### src/rtl/core/mbsnt_pkg.sv
// package: shared types, codes and the program-to-preset table
`timescale 1ns / 1ps
package mbsnt_pkg;

    localparam int DEF_STACK_DEPTH   = 4;
    localparam int DEF_CHANNEL_COUNT = 16;
    localparam int DEF_NOTE_COUNT    = 128;
    localparam int RESULT_CAP        = 4;
    localparam int QUEUE_DEPTH       = 4;
    localparam int QUEUE_AW          = 2;
    localparam int SERIAL_W          = 32;

    // message kinds from the parser
    localparam logic [3:0] MSG_NOTE_ON    = 4'd0;
    localparam logic [3:0] MSG_NOTE_OFF   = 4'd1;
    localparam logic [3:0] MSG_PRESSURE   = 4'd2;
    localparam logic [3:0] MSG_MOD        = 4'd3;
    localparam logic [3:0] MSG_SUSTAIN    = 4'd4;
    localparam logic [3:0] MSG_BEND       = 4'd5;
    localparam logic [3:0] MSG_PRESET     = 4'd6;
    localparam logic [3:0] MSG_SOUND_OFF  = 4'd7;
    localparam logic [3:0] MSG_NOTES_OFF  = 4'd8;
    localparam logic [3:0] MSG_CTRL_RESET = 4'd9;

    // output command codes
    localparam logic [3:0] CMD_NOTE_ON       = 4'd0;
    localparam logic [3:0] CMD_NOTE_OFF      = 4'd1;
    localparam logic [3:0] CMD_POLY_PRESSURE = 4'd2;
    localparam logic [3:0] CMD_MODULATION    = 4'd3;
    localparam logic [3:0] CMD_SUSTAIN       = 4'd4;
    localparam logic [3:0] CMD_PITCH_BEND    = 4'd5;
    localparam logic [3:0] CMD_SET_PRESET    = 4'd6;
    localparam logic [3:0] CMD_ALL_SOUND_OFF = 4'd7;
    localparam logic [3:0] CMD_ALL_NOTES_OFF = 4'd8;

    // status and controller numbers
    localparam logic [7:0] BYTE_REALTIME = 8'hF8;
    localparam logic [7:0] BYTE_RESET    = 8'hFF;
    localparam logic [7:0] BYTE_SYSEX    = 8'hF0;
    localparam logic [7:0] BYTE_MTC      = 8'hF1;
    localparam logic [7:0] BYTE_SONG_POS = 8'hF2;
    localparam logic [7:0] BYTE_SONG_SEL = 8'hF3;
    localparam logic [3:0] TYPE_NOTE_OFF = 4'h8;
    localparam logic [3:0] TYPE_NOTE_ON  = 4'h9;
    localparam logic [3:0] TYPE_POLY     = 4'hA;
    localparam logic [3:0] TYPE_CC       = 4'hB;
    localparam logic [3:0] TYPE_PROGRAM  = 4'hC;
    localparam logic [3:0] TYPE_CHAN_PR  = 4'hD;
    localparam logic [3:0] TYPE_BEND     = 4'hE;
    localparam logic [6:0] CC_MOD        = 7'd1;
    localparam logic [6:0] CC_SUSTAIN    = 7'd64;
    localparam logic [6:0] CC_SOUND_OFF  = 7'd120;
    localparam logic [6:0] CC_CTRL_RESET = 7'd121;
    localparam logic [6:0] CC_NOTES_OFF  = 7'd123;

    typedef struct packed {
        logic [3:0] kind;
        logic [3:0] chan;
        logic [6:0] a;
        logic [6:0] b;
    } msg_t;

    typedef struct packed {
        logic [3:0]          code;
        logic                has_id;
        logic [SERIAL_W-1:0] serial;
        logic [6:0]          note;
        logic [6:0]          amount;
        logic [13:0]         bend;
        logic [4:0]          preset;
    } result_t;

    // general midi program to preset code
    function automatic logic [4:0] preset_of(input logic [6:0] p);
        logic [4:0] r;
        r = 5'd0;
        if (p inside {[7'd4:7'd5]}) r = 5'd1;
        else if (p == 7'd6) r = 5'd2;
        else if (p == 7'd10) r = 5'd3;
        else if (p == 7'd11) r = 5'd4;
        else if (p == 7'd16) r = 5'd5;
        else if (p inside {[7'd17:7'd23]}) r = 5'd6;
        else if (p inside {[7'd24:7'd27]}) r = 5'd7;
        else if (p inside {[7'd28:7'd31]}) r = 5'd8;
        else if (p inside {[7'd32:7'd39]}) r = 5'd9;
        else if (p inside {[7'd40:7'd41]}) r = 5'd10;
        else if (p inside {[7'd42:7'd43]}) r = 5'd11;
        else if (p == 7'd46) r = 5'd12;
        else if (p inside {[7'd52:7'd54]}) r = 5'd13;
        else if (p inside {[7'd71:7'd72]}) r = 5'd14;
        else if (p inside {[7'd73:7'd79]}) r = 5'd15;
        else if (p inside {[7'd80:7'd87]}) r = 5'd16;
        else if (p inside {[7'd88:7'd95]}) r = 5'd17;
        return r;
    endfunction

endpackage

### src/rtl/core/mbsnt_queue.sv
// short message queue between parser and executor
`timescale 1ns / 1ps
module mbsnt_queue (
    input  logic            clk,
    input  logic            rst_n,
    input  logic            push,
    input  mbsnt_pkg::msg_t push_msg,
    input  logic            pop,
    output mbsnt_pkg::msg_t head_msg,
    output logic            empty,
    output logic            full
);

    mbsnt_pkg::msg_t                 entry_reg [mbsnt_pkg::QUEUE_DEPTH];
    logic [mbsnt_pkg::QUEUE_AW-1:0]  wr_ptr_reg;
    logic [mbsnt_pkg::QUEUE_AW-1:0]  rd_ptr_reg;
    logic [mbsnt_pkg::QUEUE_AW:0]    count_reg;

    assign empty    = (count_reg == '0);
    assign full     = (count_reg == (mbsnt_pkg::QUEUE_AW + 1)'(mbsnt_pkg::QUEUE_DEPTH));
    assign head_msg = entry_reg[rd_ptr_reg];

    // storage
    always_ff @(posedge clk)
    begin
        if (push && !full)
            entry_reg[wr_ptr_reg] <= push_msg;
    end

    // pointers and fill
    always_ff @(posedge clk or negedge rst_n)
    begin
        if (!rst_n)
        begin
            wr_ptr_reg <= '0;
            rd_ptr_reg <= '0;
            count_reg  <= '0;
        end
        else
        begin
            if (push && !full)
                wr_ptr_reg <= wr_ptr_reg + 1'b1;
            if (pop && !empty)
                rd_ptr_reg <= rd_ptr_reg + 1'b1;
            if ((push && !full) && !(pop && !empty))
                count_reg <= count_reg + 1'b1;
            else if (!(push && !full) && (pop && !empty))
                count_reg <= count_reg - 1'b1;
        end
    end

endmodule

### config.mk
export PLATFORM = sky130hd
export DESIGN_NAME = mbsnt_queue
export DESIGN_NICKNAME = d
export VERILOG_FILES = /design/src/rtl/core/mbsnt_pkg.sv /design/src/rtl/core/mbsnt_queue.sv
export SDC_FILE = /design/constraint.sdc
export NUM_CORES = 1
export LEC_CHECK = 0
export BUFFER_PORTS_ARGS = -buffer_cell sky130_fd_sc_hd__buf_2
export CORE_UTILIZATION = 31
export CTS_BUF_LIST = sky130_fd_sc_hd__clkbuf_4
export DETAILED_ROUTE_END_ITERATION = 7
export PLACE_DENSITY_LB_ADDON = 0.2
export RECOVER_POWER = 100
export SLEW_MARGIN = 10
export SYNTH_ARGS = -nofsm -noshare
export SYNTH_HDL_FRONTEND = slang
export SYNTH_SLANG_ARGS = --single-unit
export TNS_END_PERCENT = 10
### constraint.sdc
create_clock -name clk -period 2.1 [get_ports clk]
set_input_delay 0.105 -clock clk [delete_from_list [all_inputs] [get_ports clk]]
set_output_delay 0.105 -clock clk [all_outputs]
set_load 0.02 [all_outputs]
==> metrics.txt <==
status=completed; Clock Latency Late Sink=between 0.4 and 0.5 ns; vias per inst=about 4.4; num rows=39; max_cap viols=0; CP startpoint kind=flip-flop; Final setup viols=0; drt total wl=approximately 6300 um; Core Area=about 11000 sq um; Synth cell types=21; first-pass GRT wire length=9670 um; Reg2Reg Setup Slack=~0.11 ns; max-slew violations=0; hold_sp=push; Die Ht=between 100 and 150 um; CTS HTree Levels=3; Mapped Cells=151; CP max stage cell=dfrtp_1; Final TNS setup=0 ns; Syn Nets=~180; Post-Syn Area=3630 sq um; ys async rst share=between 7 and 8%; clk root buf=clkbuf_4; Yosys top cell area share=approximately 73%; vias in the first global route=1777; die area=12100 sq um; sequential area share after synthesis=a little under 80%; Most used DFF post-synth=edfxtp_1; number of cells on the worst hold path=4; Post-Layout Inst Area=approximately 4500 sq um; Clock Skews=between 0.015 and 0.02 ns; DRT antenna net count=0; minimum clock period=around 2 ns; RSZ-0062 raised after global routing=no; Nets=roughly 280; initial antenna violation count=0; number of synthesized flops with an enable pin=88; final worst path period share=between 90 and 100%; Worst Hold End=count_reg[0]$_DFFE_PN0P_; DRC viols=0; Max transition margin=75.4%; Clk pin slew, worst setup/hold paths=0.13 ns; Finished Layout Cells=391; worst-margin pin slew=0.369 ns; multi-input logic area=741 sq um; cells on worst reg2reg path=7; pwr dens=1310 nW/um^2; max reg flops=88; Static Leak=roughly 0.0015 uW; final hold vios=0; slowest stage delay, CP=0.41 ns; largest cells by area after synthesis=edfxtp_1 73%, mux4_2 13%, dfrtp_1 4.8%; Max FO, Critical Path=3; Synth area leader=edfxtp_1; DP HPWL=between 3000 and 4000 um; RR Startpoint=count_reg[0]$_DFFE_PN0P_; Fillers=~1100; Register Area=2820 sq um; Area Overhead vs Synth=23.8%; Final Wtd Congestion=0.685; TritonCTS Sinks=95; clk buf depth=2; DR pass1 iterations=4; Levels on crit path=7; Buf+Inv Stages, Crit Path=2; Synthesis Warnings=0; chip width=~110 um; gr ovfl total=0; CP delay by family, top=adder cells; pin count of the biggest net entering global routing=23; Reg2Reg Capture Point=count_reg[1]$_DFFE_PN0P_; initial DRC count=63; DR vias=approximately 1700; Peak VDD IR=505 uV; Avg Inst Size Synth=~24 sq um; Max Clk Rate=502 MHz; initial core utilization=31.8%; I/O Pins=50; critical path required time=2.41 ns; CP arrival=2.31 ns; hold crit path type=in2reg; GRT Util Overall=around 11%; Worst setup EP type=flip-flop; IO Port Bufs=49; Inst Count DP=roughly 350; placed cell area=4110 sq um; flops & latches, synth=95; TritonCTS clock tree=built; WL per Instance=around 16 um; critical path class=reg2reg; CTS buffer count=9; Cell Chain, Critical Path=buf_4 -> nor3b_1 -> nor2b_2 -> ha_4 -> inv_1 -> fa_1 -> mux2_2; share of cells above drive strength 1=a little under a third; ANT cells=0
cells in the mapped netlist, types with 2 or more instances:
cell type,n
and2_1,4
buf_12,2
buf_2,2
buf_6,2
dfrtp_1,7
edfxtp_1,88
ha_1,5
inv_1,4
mux4_2,21
xnor2_1,4
xor2_1,2
cell type report:
cell class / count / share of cell area [%]
Clock buffer: 14 / 2.34
Clock inverter: 2 / 0.780
Inverter: 4 / 0.334
Tap cell: 143 / 3.98
Multi-Input combinational cell: 46 / 16.5
Sequential cell: 95 / 62.8
Timing Repair Buffer: 87 / 13.3
worst max path at each step:
stage	endpoint	from
after floorplan	count_reg[1]$_DFFE_PN0P_	count_reg[0]$_DFFE_PN0P_
after global placement	count_reg[2]$_DFFE_PN0P_	count_reg[0]$_DFFE_PN0P_
after detailed placement	count_reg[2]$_DFFE_PN0P_	count_reg[0]$_DFFE_PN0P_
after CTS	count_reg[2]$_DFFE_PN0P_	count_reg[0]$_DFFE_PN0P_
after global routing	entry_reg[3][11]$_DFFE_PP_	count_reg[2]$_DFFE_PN0P_
final	count_reg[1]$_DFFE_PN0P_	count_reg[0]$_DFFE_PN0P_
cells in the final DEF (no fill, tap or decap):
| cell type | n |
|---|---|
| or3_4 | 1 |
| nand2_2 | 1 |
| nor2_1 | 1 |
| nor2b_2 | 1 |
| buf_4 | 5 |
| dfrtp_1 | 6 |
| clkbuf_4 | 15 |
| xor2_1 | 2 |
| buf_6 | 1 |
| clkinv_2 | 1 |
| fa_1 | 1 |
| nor3b_1 | 1 |
| bufinv_16 | 1 |
| ha_1 | 4 |
| nand3_1 | 1 |
| mux2_2 | 1 |
| mux4_1 | 1 |
| buf_2 | 7 |
| ha_4 | 1 |
| buf_12 | 3 |
| dfrtp_4 | 1 |
| inv_1 | 4 |
| clkbuf_1 | 28 |
| mux2_4 | 1 |
| and2_0 | 1 |
| xnor2_1 | 4 |
| mux4_2 | 21 |
| clkbuf_2 | 16 |
| dlygate4sd3_1 | 26 |
| edfxtp_1 | 88 |
| and2_1 | 3 |
per-stage QoR:
stage | power [uW] | util, % | setup WS, ns | hold WS, ns
2_1_floorplan | 4230 | - | 0.00518 | -0.191
3_3_place_gp | 4910 | 36.0 | 0.110 | -0.0460
3_5_place_dp | 4950 | 36.0 | 0.0592 | -0.0428
4_1_cts | 5970 | 39.5 | 0.0267 | 0.178
5_1_grt | 6250 | 39.3 | 0.00562 | 0.229
6_report | 5870 | 39.3 | 0.109 | 0.218
routing by layer:
metal	track usage, %	part of all wire [%]	up-vias	wire length, um
li1	-	-	799	-
met1	14.8	47	865	2940
met2	17.9	47	43	2920
met3	4.23	5.4	6	340
met4	3.95	1.1	0	70
met5	0	0	-	0
where the power goes:
| group | switching [uW] | total [uW] | internal [uW] |
|---|---|---|---|
| registers | 164 | 2690 | 2520 |
| clock network | 556 | 987 | 431 |
| logic | 1190 | 2200 | 1010 |
| total | 1910 | 5870 | 3960 |
worst reg2reg max path, cell delays in order, from the launching register on:
cell     delay, ns
dfrtp_1       0.41
buf_4         0.15
nor3b_1       0.30
nor2b_2       0.11
ha_4          0.18
inv_1         0.06
fa_1          0.40
mux2_2        0.27
cell families after synthesis:
group / share of synthesized area (%)
flops: 77.7
mux: 14.5
buf+inv: 2.41
simple gates: 1.72
xor+xnor: 1.45
fa+ha+maj: 2.28
timing repair:
| item | 4_1_cts | 5_1_grt |
|---|---|---|
| cloned | 0 | 0 |
| hold buffers | 26 | 0 |
| buffers inserted | 0 | 0 |
| endpoints found under the hold margin | 97 | 0 |
| pin swaps | 0 | 2 |
| setup endpoints to repair | 2 | 2 |
| resized for setup | 1 | 7 |
Power figures use the tool's default switching activity.
