`config.mk`:
```
export PLATFORM = sky130hd
export DESIGN_NAME = mbsnt_front
export DESIGN_NICKNAME = d
export VERILOG_FILES = /design/src/rtl/core/mbsnt_pkg.sv /design/src/rtl/core/mbsnt_front.sv
export SDC_FILE = /design/constraint.sdc
export NUM_CORES = 1
export LEC_CHECK = 0
export ABC_AREA = 1
export ABC_CLOCK_PERIOD_IN_PS = 2100
export BUFFER_PORTS_ARGS = -buffer_cell sky130_fd_sc_hd__buf_4
export CORE_MARGIN = 4
export CORE_UTILIZATION = 33
export DETAILED_ROUTE_END_ITERATION = 8
export PLACE_DENSITY_LB_ADDON = 0.12
export SLEW_MARGIN = 20
export SYNTH_ARGS = -nofsm -noshare
export SYNTH_HDL_FRONTEND = slang
export SYNTH_SLANG_ARGS = --single-unit
```
`constraint.sdc`:
```
create_clock -name clk -period 2.1 [get_ports clk]
set_input_delay 0.105 -clock clk [delete_from_list [all_inputs] [get_ports clk]]
set_output_delay 0.105 -clock clk [all_outputs]
set_load 0.05 [all_outputs]
```
`src/rtl/core/mbsnt_pkg.sv`:
```
// package: shared types, codes and the program-to-preset table
`timescale 1ns / 1ps
package mbsnt_pkg;

    localparam int DEF_STACK_DEPTH   = 4;
    localparam int DEF_CHANNEL_COUNT = 16;
    localparam int DEF_NOTE_COUNT    = 128;
    localparam int RESULT_CAP        = 4;
    localparam int QUEUE_DEPTH       = 4;
    localparam int QUEUE_AW          = 2;
    localparam int SERIAL_W          = 32;

    // message kinds from the parser
    localparam logic [3:0] MSG_NOTE_ON    = 4'd0;
    localparam logic [3:0] MSG_NOTE_OFF   = 4'd1;
    localparam logic [3:0] MSG_PRESSURE   = 4'd2;
    localparam logic [3:0] MSG_MOD        = 4'd3;
    localparam logic [3:0] MSG_SUSTAIN    = 4'd4;
    localparam logic [3:0] MSG_BEND       = 4'd5;
    localparam logic [3:0] MSG_PRESET     = 4'd6;
    localparam logic [3:0] MSG_SOUND_OFF  = 4'd7;
    localparam logic [3:0] MSG_NOTES_OFF  = 4'd8;
    localparam logic [3:0] MSG_CTRL_RESET = 4'd9;

    // output command codes
    localparam logic [3:0] CMD_NOTE_ON       = 4'd0;
    localparam logic [3:0] CMD_NOTE_OFF      = 4'd1;
    localparam logic [3:0] CMD_POLY_PRESSURE = 4'd2;
    localparam logic [3:0] CMD_MODULATION    = 4'd3;
    localparam logic [3:0] CMD_SUSTAIN       = 4'd4;
    localparam logic [3:0] CMD_PITCH_BEND    = 4'd5;
    localparam logic [3:0] CMD_SET_PRESET    = 4'd6;
    localparam logic [3:0] CMD_ALL_SOUND_OFF = 4'd7;
    localparam logic [3:0] CMD_ALL_NOTES_OFF = 4'd8;

    // status and controller numbers
    localparam logic [7:0] BYTE_REALTIME = 8'hF8;
    localparam logic [7:0] BYTE_RESET    = 8'hFF;
    localparam logic [7:0] BYTE_SYSEX    = 8'hF0;
    localparam logic [7:0] BYTE_MTC      = 8'hF1;
    localparam logic [7:0] BYTE_SONG_POS = 8'hF2;
    localparam logic [7:0] BYTE_SONG_SEL = 8'hF3;
    localparam logic [3:0] TYPE_NOTE_OFF = 4'h8;
    localparam logic [3:0] TYPE_NOTE_ON  = 4'h9;
    localparam logic [3:0] TYPE_POLY     = 4'hA;
    localparam logic [3:0] TYPE_CC       = 4'hB;
    localparam logic [3:0] TYPE_PROGRAM  = 4'hC;
    localparam logic [3:0] TYPE_CHAN_PR  = 4'hD;
    localparam logic [3:0] TYPE_BEND     = 4'hE;
    localparam logic [6:0] CC_MOD        = 7'd1;
    localparam logic [6:0] CC_SUSTAIN    = 7'd64;
    localparam logic [6:0] CC_SOUND_OFF  = 7'd120;
    localparam logic [6:0] CC_CTRL_RESET = 7'd121;
    localparam logic [6:0] CC_NOTES_OFF  = 7'd123;

    typedef struct packed {
        logic [3:0] kind;
        logic [3:0] chan;
        logic [6:0] a;
        logic [6:0] b;
    } msg_t;

    typedef struct packed {
        logic [3:0]          code;
        logic                has_id;
        logic [SERIAL_W-1:0] serial;
        logic [6:0]          note;
        logic [6:0]          amount;
        logic [13:0]         bend;
        logic [4:0]          preset;
    } result_t;

    // general midi program to preset code
    function automatic logic [4:0] preset_of(input logic [6:0] p);
        logic [4:0] r;
        r = 5'd0;
        if (p inside {[7'd4:7'd5]}) r = 5'd1;
        else if (p == 7'd6) r = 5'd2;
        else if (p == 7'd10) r = 5'd3;
        else if (p == 7'd11) r = 5'd4;
        else if (p == 7'd16) r = 5'd5;
        else if (p inside {[7'd17:7'd23]}) r = 5'd6;
        else if (p inside {[7'd24:7'd27]}) r = 5'd7;
        else if (p inside {[7'd28:7'd31]}) r = 5'd8;
        else if (p inside {[7'd32:7'd39]}) r = 5'd9;
        else if (p inside {[7'd40:7'd41]}) r = 5'd10;
        else if (p inside {[7'd42:7'd43]}) r = 5'd11;
        else if (p == 7'd46) r = 5'd12;
        else if (p inside {[7'd52:7'd54]}) r = 5'd13;
        else if (p inside {[7'd71:7'd72]}) r = 5'd14;
        else if (p inside {[7'd73:7'd79]}) r = 5'd15;
        else if (p inside {[7'd80:7'd87]}) r = 5'd16;
        else if (p inside {[7'd88:7'd95]}) r = 5'd17;
        return r;
    endfunction

endpackage

```
`src/rtl/core/mbsnt_front.sv`:
```
// front end: byte parser with running status, channel filter, message classing
`timescale 1ns / 1ps
module mbsnt_front #(
    parameter int CHANNEL_COUNT = mbsnt_pkg::DEF_CHANNEL_COUNT,
    parameter int NOTE_COUNT    = mbsnt_pkg::DEF_NOTE_COUNT
) (
    input  logic              clk,
    input  logic              rst_n,
    input  logic              in_valid,
    input  logic [7:0]        in_byte,
    output logic              in_ready,
    input  logic              enable,
    input  logic [4:0]        chan_select,
    input  logic              q_full,
    output logic              push,
    output mbsnt_pkg::msg_t   push_msg
);

    logic [7:0] status_reg;
    logic [1:0] needed_reg;
    logic       held_reg;
    logic [6:0] first_reg;
    logic       sysex_reg;
    logic [1:0] skip_reg;

    logic       accept;
    logic       sel_ok;
    logic [3:0] chan;
    logic [3:0] mtype;
    logic [6:0] a;
    logic [6:0] b;
    logic       data_msg;
    logic       chan_ok;
    logic       note_ok;
    logic       has_msg;
    logic [3:0] kind;
    logic [6:0] kb;

    assign in_ready = !q_full && enable;
    assign accept   = in_valid && in_ready;
    assign sel_ok   = (chan_select <= 5'd16);

    // operands of a complete channel message
    assign chan  = status_reg[3:0];
    assign mtype = status_reg[7:4];
    assign a     = (needed_reg == 2'd2) ? first_reg : in_byte[6:0];
    assign b     = (needed_reg == 2'd2) ? in_byte[6:0] : 7'd0;
    assign data_msg = !in_byte[7] && !sysex_reg && (skip_reg == 2'd0) &&
                      (status_reg != 8'd0) && !(!held_reg && (needed_reg == 2'd2));
    assign chan_ok = ((chan_select == 5'd0) || (chan_select == ({1'b0, chan} + 5'd1))) &&
                     (32'(chan) < CHANNEL_COUNT);
    assign note_ok = (32'(a) < NOTE_COUNT);

    // classify into a message for the back end
    always_comb
    begin
        has_msg = 1'b0;
        kind    = mbsnt_pkg::MSG_MOD;
        kb      = b;
        if (in_byte == mbsnt_pkg::BYTE_RESET)
        begin
            has_msg = 1'b1;
            kind    = mbsnt_pkg::MSG_CTRL_RESET;
        end
        else if (data_msg && chan_ok)
        begin
            case (mtype)
                mbsnt_pkg::TYPE_NOTE_OFF:
                begin
                    has_msg = note_ok;
                    kind    = mbsnt_pkg::MSG_NOTE_OFF;
                end
                mbsnt_pkg::TYPE_NOTE_ON:
                begin
                    has_msg = note_ok;
                    kind    = (b != 7'd0) ? mbsnt_pkg::MSG_NOTE_ON : mbsnt_pkg::MSG_NOTE_OFF;
                end
                mbsnt_pkg::TYPE_POLY:
                begin
                    has_msg = note_ok;
                    kind    = mbsnt_pkg::MSG_PRESSURE;
                end
                mbsnt_pkg::TYPE_CC:
                begin
                    has_msg = 1'b1;
                    if (a == mbsnt_pkg::CC_MOD) kind = mbsnt_pkg::MSG_MOD;
                    else if (a == mbsnt_pkg::CC_SUSTAIN) kind = mbsnt_pkg::MSG_SUSTAIN;
                    else if (a == mbsnt_pkg::CC_CTRL_RESET) kind = mbsnt_pkg::MSG_CTRL_RESET;
                    else if (a == mbsnt_pkg::CC_SOUND_OFF) kind = mbsnt_pkg::MSG_SOUND_OFF;
                    else if (a == mbsnt_pkg::CC_NOTES_OFF) kind = mbsnt_pkg::MSG_NOTES_OFF;
                    else has_msg = 1'b0;
                end
                mbsnt_pkg::TYPE_PROGRAM:
                begin
                    has_msg = 1'b1;
                    kind    = mbsnt_pkg::MSG_PRESET;
                end
                mbsnt_pkg::TYPE_BEND:
                begin
                    has_msg = 1'b1;
                    kind    = mbsnt_pkg::MSG_BEND;
                end
                default:
                begin
                    has_msg = 1'b0;
                end
            endcase
        end
    end

    assign push          = accept && sel_ok && has_msg;
    assign push_msg.kind = kind;
    assign push_msg.chan = chan;
    assign push_msg.a    = a;
    assign push_msg.b    = kb;

    // parser state
    always_ff @(posedge clk or negedge rst_n)
    begin
        if (!rst_n)
        begin
            status_reg <= 8'd0;
            needed_reg <= 2'd0;
            held_reg   <= 1'b0;
            first_reg  <= 7'd0;
            sysex_reg  <= 1'b0;
            skip_reg   <= 2'd0;
        end
        else if (accept && sel_ok)
        begin
            if (in_byte >= mbsnt_pkg::BYTE_REALTIME)
            begin
                status_reg <= status_reg;
            end
            else if (in_byte[7])
            begin
                held_reg <= 1'b0;
                if (in_byte < mbsnt_pkg::BYTE_SYSEX)
                begin
                    sysex_reg  <= 1'b0;
                    skip_reg   <= 2'd0;
                    status_reg <= in_byte;
                    needed_reg <= (in_byte[7:4] == mbsnt_pkg::TYPE_PROGRAM ||
                                   in_byte[7:4] == mbsnt_pkg::TYPE_CHAN_PR) ? 2'd1 : 2'd2;
                end
                else
                begin
                    status_reg <= 8'd0;
                    needed_reg <= 2'd0;
                    sysex_reg  <= (in_byte == mbsnt_pkg::BYTE_SYSEX);
                    if (in_byte == mbsnt_pkg::BYTE_MTC || in_byte == mbsnt_pkg::BYTE_SONG_SEL)
                        skip_reg <= 2'd1;
                    else if (in_byte == mbsnt_pkg::BYTE_SONG_POS)
                        skip_reg <= 2'd2;
                    else
                        skip_reg <= 2'd0;
                end
            end
            else if (sysex_reg)
            begin
                sysex_reg <= 1'b1;
            end
            else if (skip_reg != 2'd0)
            begin
                skip_reg <= skip_reg - 2'd1;
            end
            else if (status_reg != 8'd0)
            begin
                if (!held_reg && needed_reg == 2'd2)
                begin
                    first_reg <= in_byte[6:0];
                    held_reg  <= 1'b1;
                end
                else
                begin
                    held_reg <= 1'b0;
                end
            end
        end
    end

endmodule

```
==> results.ini <==
[setup_path]
crit_type=reg2out
r2r_start=status_reg[0]
endpoint_kind=primary output
startpoint_type=flip-flop
path_cells=inv_2, ha_4, xor2_1, nor2_1, nand3_1, nor2_2, nor2_2, nor2_2, nand3_2, a21oi_2, buf_6
cp.arrival_ps=1990
rr_worst_depth=8
r2r_slack_ps=450
crit_top_cell=nor2_2
r2r_end=first_reg[3]
cp_slowest_stage_delay_ps=410
crit_slowest_cell=dfrtp_1
cp_num_cells=11
crit_fanout=3
critPathBufInv=2
critPathTopFamily=simple AND/OR/NAND/NOR gates
cp.required_ps=2000

[synthesis]
netlist.top_cell.by_area=dfrtp_1
synth_area_mm2=0.001698
synth_area_leaders=dfrtp_1 (31%), nand2_1 (13%), inv_1 (6.9%)
ys_types=34
postSynthCellCount=239
synth_top_area_share_pct=30.95
ys.warnings.count=0
synthesis.nets=260
synth_seq_cells=21
ys_seq_area_share_pct=30.95
avgSynthCellArea_um2=7.104

[finish]
largest_reg_flops=8
stdcell_count=355
final_common_cell=nand2_1
post-route-util_pct=46.81
nets=310
design_area_mm2=0.002270
area_growth_pct=33.68
final_layout_size_suffix_gt1_share_pct=36.81
layout_common_cells=nand2_1 (58), buf_4 (45), inv_1 (29), dfrtp_1 (21), nor2_1 (19)
num_antenna_cells=0

[placed_design]
dp.cells=345
place_area_mm2=0.002095
routabilityCongestion=0.7725
dp_hpwl_um=3664
io_buffers=41
pre_cts_ws_ps=119.6

[detailed_routing]
drtPass1Iterations=4
vias=1703
drc=0
initialDrtViolationCount=68
finalWirelength_um=4672
via_per_inst=4.797
ant_nets=0
wl_per_cell_um=13.16

[power_and_ir_drop]
ir_worst_vdd_mv=0.3338
design_power_total_mw=1.961
leakage_nw=1.136
powerDensity_mw_per_mm2=863.9

[sta]
timing.hold.ws_ps=168.3
min_period_over_period_pct=99.59
setup-violations-final=0
setup_tns_ps=0
slew-limit-headroom_pct=73.39
hold_viol_final=0
worst_clock_skew_ps=2.995
tightest_slew_ps=398.6
max_freq_ghz=0.4781
fin_ws_ps=8.520
rsz0062_at_grt=true
fin_crit_ps=2091
drv_slew=0

[clocking]
cts_max_level=1
clk_pin_slew_ps=80
cts_buffers=3
ctsLongestPathBuffers=2
clock-sinks=21
cts_tree=done
root_buffer=clkbuf_8
clk-insertion-delay-late_ps=260

[die]
io_pins=42
die_w_um=79.73
dieArea_mm2=0.006357
initial_core_util_pct=35.02
placementRows=25
core_mm2=0.004848
die_h_um=79.73

[hold_path]
hold_end=needed_reg[1]
whs_path_depth=3
hold_class=in2reg
hp-start=in_byte[5]

[grt]
track_usage_pct=15.50
grt_max_degree=22
antenna_found_initial=0
grt_pass1_vias=1574
overflow=0
grt_pass1_wl_um=7790

[outcome]
status=finished clean

[flow_run]
maxCapViolCount=0

worst register-to-register path: stages, from the launching register on:
cell and delay, ps:
dfrtp_1 390, inv_2 70, ha_4 150, nand3_1 100, nand2_1 90, nor3_2 150, nand3b_2 320, nand2_1 190
o21ai_2 60
repair_timing:
action / 4_1_cts / 5_1_grt
pin swaps: 1 / 1
cloned: 0 / 1
hold buffers: 1 / 0
setup buffers: 3 / 1
hold endpoints to repair: 21 / 0
setup endpoints to repair: 3 / 5
gates resized for setup: 13 / 9
Yosys cell counts:
library cell / instances
a31oi_1: 1
buf_4: 6
clkbuf_2: 1
xnor2_1: 3
nand2_4: 2
o21ai_0: 2
ha_1: 3
o21ai_2: 8
buf_6: 2
nor2_2: 5
o21ai_1: 5
xor2_1: 4
a21oi_2: 1
nand3_1: 16
nand3_2: 4
nand4_1: 5
nor3_1: 3
inv_2: 1
o21bai_1: 2
inv_1: 31
nand2_2: 8
nand4_2: 1
nor2_1: 25
o32ai_1: 2
nor3_2: 2
dfrtp_1: 21
o31ai_1: 2
nand2_1: 59
nand3b_1: 3
nand3b_2: 1
inv_4: 1
o2111ai_1: 1
a21oi_1: 3
o22ai_1: 5
metal layers:
metal  up-vias  wire length (um)  GRT usage (%)
li1        870                 -              -
met5         -                 0              0
met2        48              2159          23.96
met1       780              2230          22.65
met3         5               237          2.032
met4         0                44          4.054
worst max-delay path by stage:
| stage | from | to | slack, ps |
|---|---|---|---|
| after CTS | status_reg[0] | push | -20 |
| after global placement | status_reg[1] | push_msg[18] | 170 |
| after floorplan | needed_reg[1] | push_msg[21] | -120 |
| final | status_reg[0] | push_msg[20] | 9 |
| after global routing | status_reg[0] | push_msg[18] | -170 |
| after detailed placement | status_reg[1] | push_msg[18] | 120 |
final cells by class:
type,instances,area (um^2)
Inverter,33,126.4
Fill cell,515,2579
Clock buffer,4,45.04
Multi-Input combinational cell,176,1057
Tap cell,67,83.83
Sequential cell,21,525.5
Timing Repair Buffer,54,431.7
power by group:
group,switching (mW),internal [mW]
logic,0.714,0.394
clock network,0.136,0.135
registers,0.0871,0.495
kinds of logic after synthesis:
group	synth area share (%)
and+or+nand+nor	38.39
buffers and inverters	11.72
AOI/OAI and AO/OA	13.12
DFF	30.95
xor gates and xnor gates	3.611
adders and majority gates	2.211
No activity file was read; power rests on OpenSTA's default activity.
